## src/sv/sli_pkg.sv

```systemverilog
// Shared types and constants for the sorted list insert/delete block.
package sli_pkg;

	localparam int CAPACITY = 16;
	localparam int ENTRY_W  = 32;
	localparam int COUNT_W  = $clog2(CAPACITY + 1);
	localparam int OUT_CNT_W = 5;

	typedef enum logic [0:0] {
		OP_INSERT = 1'b0,
		OP_DELETE = 1'b1
	} sli_op_t;

	typedef enum logic [1:0] {
		ST_INSERTED  = 2'd0,
		ST_FULL      = 2'd1,
		ST_DELETED   = 2'd2,
		ST_NOT_FOUND = 2'd3
	} sli_status_t;

	// What one cell shows its neighbors.
	typedef struct packed {
		logic                      valid;
		logic                      le;
		logic signed [ENTRY_W-1:0] entry;
	} sli_link_t;

	// Broadcast command to every cell for the current beat.
	typedef struct packed {
		logic ins;
		logic del;
	} sli_cmd_t;

endpackage

```

## src/sv/sorted_list_insert_delete.sv

```systemverilog
// Top level of the sorted list block: cell row, count and result register.
//
// Keeps up to CAPACITY signed 32-bit values in ascending order in a row of
// cells. Each cell compares the broadcast key with its own entry and, on an
// insert or delete, takes the key or a neighbor's entry in the same cycle.
//
// Input channel s_*: one beat per operation. s_tuser selects insert (0) or
// delete (1); s_tdata carries the signed value. An insert goes after every
// equal entry; a delete removes the first equal entry.
// Output channel m_*: one beat per operation, m_tdata = {1'b0, entry_count, status}.
// Status: inserted, insert dropped because the list is full, deleted, not found.
//
// The result is registered and appears in the cycle after the input beat is taken.
// Throughput: one operation per cycle while the receiver keeps up, set by the
// single compare-and-shift step that every cell does at once across the row.
// When the receiver stalls, the result is held in the output register and
// s_tready drops until it is taken; no beat is lost.
// Reset empties the list (count zero, every cell invalid) and clears m_tvalid.
module sorted_list_insert_delete (
	input  logic        clk,
	input  logic        arst_n,
	input  logic        s_tvalid,
	output logic        s_tready,
	input  logic [31:0] s_tdata,   // [31:0] value
	input  logic [0:0]  s_tuser,   // [0] opcode
	output logic        m_tvalid,
	input  logic        m_tready,
	output logic [7:0]  m_tdata    // [1:0] status, [6:2] entry_count, [7] zero
);

	localparam int N = sli_pkg::CAPACITY;

	logic                               accept;
	logic                               is_insert;
	logic                               full;
	logic                               found;
	logic signed [sli_pkg::ENTRY_W-1:0] key;
	sli_pkg::sli_cmd_t                  cmd;
	sli_pkg::sli_link_t                 links [N];
	sli_pkg::sli_link_t                 left_edge;
	sli_pkg::sli_link_t                 right_edge;
	logic [N-1:0]                       eq_vec;

	logic [sli_pkg::COUNT_W-1:0]        count_q;
	logic [sli_pkg::COUNT_W-1:0]        count_next;
	sli_pkg::sli_status_t               status_next;
	logic                               out_valid_q;
	sli_pkg::sli_status_t               out_status_q;
	logic [sli_pkg::OUT_CNT_W-1:0]      out_count_q;

	// Take a new beat whenever the result register is free or being drained.
	assign s_tready  = !out_valid_q || m_tready;
	assign accept    = s_tvalid && s_tready;
	assign key       = s_tdata;
	assign is_insert = (s_tuser == sli_pkg::OP_INSERT);
	assign full      = (count_q == sli_pkg::COUNT_W'(N));
	assign found     = |eq_vec;

	assign cmd.ins = accept && is_insert && !full;
	assign cmd.del = accept && !is_insert && found;

	// Left of the first cell everything counts as "not above key", so cell 0
	// takes the key when its own entry is above it.
	assign left_edge.valid  = 1'b0;
	assign left_edge.le     = 1'b1;
	assign left_edge.entry  = '0;
	assign right_edge.valid = 1'b0;
	assign right_edge.le    = 1'b0;
	assign right_edge.entry = '0;

	for (genvar i = 0; i < N; i++) begin : g_cell
		sli_pkg::sli_link_t left_in;
		sli_pkg::sli_link_t right_in;

		if (i == 0) begin : g_first
			assign left_in = left_edge;
		end else begin : g_mid_l
			assign left_in = links[i-1];
		end

		if (i == N - 1) begin : g_last
			assign right_in = right_edge;
		end else begin : g_mid_r
			assign right_in = links[i+1];
		end

		sli_cell u_cell (
			.clk    (clk),
			.arst_n (arst_n),
			.cmd    (cmd),
			.key    (key),
			.left   (left_in),
			.right  (right_in),
			.link   (links[i]),
			.eq     (eq_vec[i])
		);
	end

	// Status and new count for this beat.
	always_comb begin
		count_next  = count_q;
		status_next = sli_pkg::ST_INSERTED;
		if (is_insert) begin
			if (full) begin
				status_next = sli_pkg::ST_FULL;
			end else begin
				status_next = sli_pkg::ST_INSERTED;
				count_next  = count_q + sli_pkg::COUNT_W'(1);
			end
		end else begin
			if (found) begin
				status_next = sli_pkg::ST_DELETED;
				count_next  = count_q - sli_pkg::COUNT_W'(1);
			end else begin
				status_next = sli_pkg::ST_NOT_FOUND;
			end
		end
	end

	always_ff @(posedge clk or negedge arst_n) begin
		if (!arst_n) begin
			count_q     <= '0;
			out_valid_q <= 1'b0;
		end else begin
			if (accept) begin
				count_q <= count_next;
			end
			// Hold the result until taken; refill in the same cycle it drains.
			if (accept) begin
				out_valid_q <= 1'b1;
			end else if (m_tready) begin
				out_valid_q <= 1'b0;
			end
		end
	end

	always_ff @(posedge clk) begin
		if (accept) begin
			out_status_q <= status_next;
			out_count_q  <= sli_pkg::OUT_CNT_W'(count_next);
		end
	end

	assign m_tvalid = out_valid_q;
	assign m_tdata  = {1'b0, out_count_q, out_status_q};

endmodule

```

## src/sv/sli_cell.sv

```systemverilog
// One storage cell of the sorted row: compare against the key and shift locally.
module sli_cell (
	input  logic                              clk,
	input  logic                              arst_n,
	input  sli_pkg::sli_cmd_t                 cmd,
	input  logic signed [sli_pkg::ENTRY_W-1:0] key,
	input  sli_pkg::sli_link_t                left,
	input  sli_pkg::sli_link_t                right,
	output sli_pkg::sli_link_t                link,
	output logic                              eq
);

	logic                              valid_q;
	logic signed [sli_pkg::ENTRY_W-1:0] entry_q;
	logic                              le;
	logic                              ge;

	assign le = valid_q && (entry_q <= key);
	assign ge = valid_q && (entry_q >= key);
	assign eq = valid_q && (entry_q == key);

	assign link.valid = valid_q;
	assign link.le    = le;
	assign link.entry = entry_q;

	// Insert: keep if not above key, take key at the boundary, else take left neighbor.
	// Delete: every cell from the matching one on takes its right neighbor.
	always_ff @(posedge clk or negedge arst_n) begin
		if (!arst_n) begin
			valid_q <= 1'b0;
		end else if (cmd.ins && !le) begin
			valid_q <= left.le ? 1'b1 : left.valid;
		end else if (cmd.del && ge) begin
			valid_q <= right.valid;
		end
	end

	always_ff @(posedge clk) begin
		if (cmd.ins && !le) begin
			entry_q <= left.le ? key : left.entry;
		end else if (cmd.del && ge) begin
			entry_q <= right.entry;
		end
	end

endmodule

```

## config.mk

```make
export PLATFORM = sky130hd
export DESIGN_NAME = sorted_list_insert_delete
export DESIGN_NICKNAME = d
export VERILOG_FILES = /design/src/sv/sli_pkg.sv /design/src/sv/sorted_list_insert_delete.sv /design/src/sv/sli_cell.sv
export SDC_FILE = /design/constraint.sdc
export NUM_CORES = 2
export LEC_CHECK = 0
export ABC_AREA = 1
export BUFFER_PORTS_ARGS = -buffer_cell sky130_fd_sc_hd__buf_2
export CAP_MARGIN = 20
export CORE_ASPECT_RATIO = 0.9
export CORE_MARGIN = 2
export CORE_UTILIZATION = 65
export CTS_CLUSTER_DIAMETER = 120
export DETAILED_ROUTE_END_ITERATION = 12
export GPL_TIMING_DRIVEN = 0
export PLACE_DENSITY_LB_ADDON = 0.15
export SLEW_MARGIN = 40
export SYNTH_ARGS = -nofsm -noshare
export SYNTH_HDL_FRONTEND = slang
export SYNTH_HIERARCHICAL = 1
export SYNTH_SLANG_ARGS = --single-unit
export TNS_END_PERCENT = 50
```

## constraint.sdc

```tcl
create_clock -name clk -period 5.49 [get_ports clk]
set_input_delay 0.2745 -clock clk [delete_from_list [all_inputs] [get_ports clk]]
set_output_delay 0.2745 -clock clk [all_outputs]
set_load 0.05 [all_outputs]
```

==> results list <==
* Gates resized, CTS repair: 0
- The detail route stage leaves a number of antenna-violating nets equal to 0.
* Nets: about 6,300
* Number of post-CTS setup repair buffers: 0
- Across the run, the number of max-cap violations was 0.
- DRC violation count after routing: 0
- Cells along the critical path: ha_1 -> nand2_1 -> nor2_1 -> nand4_1 -> nor2_1 -> nand3_1 -> inv_1 -> nor2_1 -> nand2_1 -> nor2_4 -> nand2_2 -> nand2_2 -> nor2_4 -> nand3_1 -> nand2_2 -> buf_16
* H-tree Lvls: 3
* Count of pins over their slew limit: 0
* Number of gates on the worst path with buffers counted: 16
* Number of buffer cells added on primary ports: 45
- Clock tree synthesis found a total of 541 sinks.
- Of the available clock period, the critical path in the final layout requires 77.3%.
- The HPWL after detailed placement is about 97,000 um.
- For this run, the top clock speed supported by timing is between 200 and 250 MHz.
* CP top delay family: simple AND/OR/NAND/NOR gates
- Slowest library cell on the worst path: nor2_4
* Mapped Cells: about 5,500
- Die outline area: between 0.07 and 0.08 mm^2
- The count of final hold-check violations came to 0.
- Detailed routing inserted a total of between 30,000 and 40,000 vias.
- For the pin with the worst max-slew slack, the measured transition is around 0.78 ns.
* Width of the chip: ~290 um
- The tightest min-delay check is of the input pin to flop type.
- Vias/cell: just under 6
- TritonCTS built the clock tree.
* Core region area: 0.0712 mm^2
- After the first detailed-routing iteration, the DRC count stood at 4,089.
* Switching power total: 6.01 mW
* Maximum fanout along the worst path: 22
- Setup repair after global routing missed its margin: false
- Setup clock skew after layout: approximately 0.021 ns
- Overall Global Routing Usage: about 33%
* Critical path launch point type: flop
- On the worst path, the slowest cell contributes a delay of around 0.47 ns.
- Total of warnings raised by yosys: 6
* Pleak: 23.2 nW
- Wire length after detailed routing: approximately 120,000 um
* Number of fill cells: between 5,000 and 6,000
- The number of global-route vias before repair is around 38,000.
* Final worst path period need: ~4.2 ns
* Clock network latency to the later pin of the worst-skew pair: slightly above 0.6 ns
* Cell-internal power: ~9.6 mW
- IR analysis of the VDD net gives a maximum drop of approximately 0.00026 V.
* Antenna Cells: 0
- From synthesis to final layout, the design area changed by 8.42%.
- Total instance count after detailed placement: roughly 6,600
- The first global-routing pass estimated a little under 200,000 um of wire.
* Total Power: around 16 mW
- Routed wirelength normalized by instance count: between 15 and 20 um
- Buffer type at the clock tree root: clkbuf_16
* Mean post-synth cell area: between 8 and 9 um^2
- Proportion of power drawn by flip-flops and latches: between 30% and 40%
- Count of TritonRoute iterations in the first routing pass: 6
- For this configuration, the core starts out at a cell density of 65.3%.
- The worst register-to-register path has a depth of 16.
* WS Path Type: flop to flop
* Result of the run: finished, final reports clean
- Ports: 47
- Number of buffers added by the clock tree synthesis step: 66
- Along the worst hold path, the cell count comes to 3.
* Initial antenna violation count: 0
- Nature of the critical path endpoint: flop
- Data on the critical path arrives at its endpoint at between 4 and 5 ns.
* Total congestion overflow: 0
* Clk network pwr share: a little over a quarter
* Pin count of the biggest net entering global routing: 34
* # hold bufs at CTS: 3
* Final setup violating endpoints: 0
- Share of layout cells above drive strength 1: between 20 and 25%
- Ratio of total power to cell area: a little over 300 mW/mm^2
- Remaining max-slew budget at the tightest pin: approximately 48%
- In this run the core area contains between 90 and 100 standard-cell rows.
* Vertical die dimension: 258 um
* CTS clk-pin slew, worst paths: 0.06 ns
- The finished layout holds roughly 6,700 standard cells, fillers aside.
* Proportion of power drawn by combinational gates: a little over a third
- At the end of routability-driven placement, the weighted congestion stood at 0.919.
- Data on the critical path is required at its endpoint by between 5 and 6 ns.
- The clock passes through at most 3 buffers.
- Net switching is 38.5% of the power.
- In this run the cell area of the synthesized design comes to around 0.046 mm^2.
* Number of buffers and inverters on the critical path: 2
==> layout make-up <==
| class | count | area (um^2) | area share, % |
|---|---|---|---|
| Multi-Input combinational cell | 4071 | 26100 | 51.8 |
| Sequential cell | 541 | 16100 | 32.0 |
| Inverter | 713 | 2680 | 5.31 |
| Buffer | 258 | 1940 | 3.86 |
| Clock buffer | 91 | 1850 | 3.67 |
| Tap cell | 950 | 1190 | 2.36 |
| Timing Repair Buffer | 52 | 353 | 0.700 |
| Clock inverter | 19 | 143 | 0.283 |
==> tightest hold or removal path: cells and delay by family <==
| family | cells | cell delay (ns) |
|---|---|---|
| and+or+nand+nor | 2 | 0.43 |
| buffers and inverters | 1 | 0.08 |
==> path summary, 6_finish.rpt <==
check	end	startpoint	slack [ns]
min in group asynchronous	count_q[4]$_DFFE_PN0P_	arst_n	0.28
worst min register to register	m_tvalid$_DFFE_PN0P_	m_tvalid$_DFFE_PN0P_	0.54
worst min-delay path	m_tvalid$_DFFE_PN0P_	s_tvalid	0.21
max in group asynchronous	g_cell[6].u_cell/valid_q$_DFFE_PN0P_	arst_n	4.71
worst max-delay path	g_cell[0].u_cell/entry_q[7]$_DFFE_PP_	g_cell[1].u_cell/entry_q[7]$_DFFE_PP_	1.25
worst max register to register	g_cell[0].u_cell/entry_q[7]$_DFFE_PP_	g_cell[1].u_cell/entry_q[7]$_DFFE_PP_	1.25
==> registers in the layout (all words and copies together) (netlist names) <==
register / count
g_cell.u_cell/entry_q: 512
g_cell.u_cell/valid_q: 16
count_q: 5
out_count_q: 5
out_status_q: 2
m_tvalid: 1
==> power groups by stage <==
stage	Clock [mW]	Combinational [mW]	Sequential, mW
after detailed placement	0	5.53	5.72
after global routing	4.44	6.34	5.69
final	4.25	5.72	5.64
after CTS	4.30	5.58	5.64
after global placement	0	5.27	5.72
after floorplan	0	4.22	5.61
==> metrics by stage <==
step / hold WS [ns] / area, um^2 / utilization, % / setup WS (ns) / TNS [ns]
floorplan: -0.0211 / 46700 / - / 0.362 / 0
global placement: 0.382 / 48200 / 67.6 / -0.728 / -338.94
detailed placement: 0.384 / 48300 / 67.8 / 0.819 / 0
CTS: 0.166 / 50300 / 70.7 / 1.20 / 0
global route: 0.231 / 50400 / 70.8 / 1.04 / 0
finish: 0.209 / 50400 / 70.8 / 1.25 / 0
==> layer usage <==
layer	share of wire (%)	GRT usage, %
met4	1.8	7.01
met1	47	49.5
met5	0	0
met2	42	48.6
met3	9.3	5.54
==> cells in the final DEF, fill, tap and decap left out, types with 17 or more instances in the layout <==
cell type	n
nand2_1	1292
inv_1	710
o21ai_0	529
edfxtp_1	519
ha_1	514
o21ai_2	480
nand2_2	356
a21oi_1	225
nor2_1	153
nand2_4	127
nand3_1	123
clkbuf_1	84
buf_2	77
clkbuf_16	71
conb_1	68
buf_4	48
nand4_1	48
buf_1	48
buf_8	33
o21a_1	32
dfrtp_1	22
nor2_4	21
buf_6	18
nand3_2	17
Power figures use the tool's default switching activity.
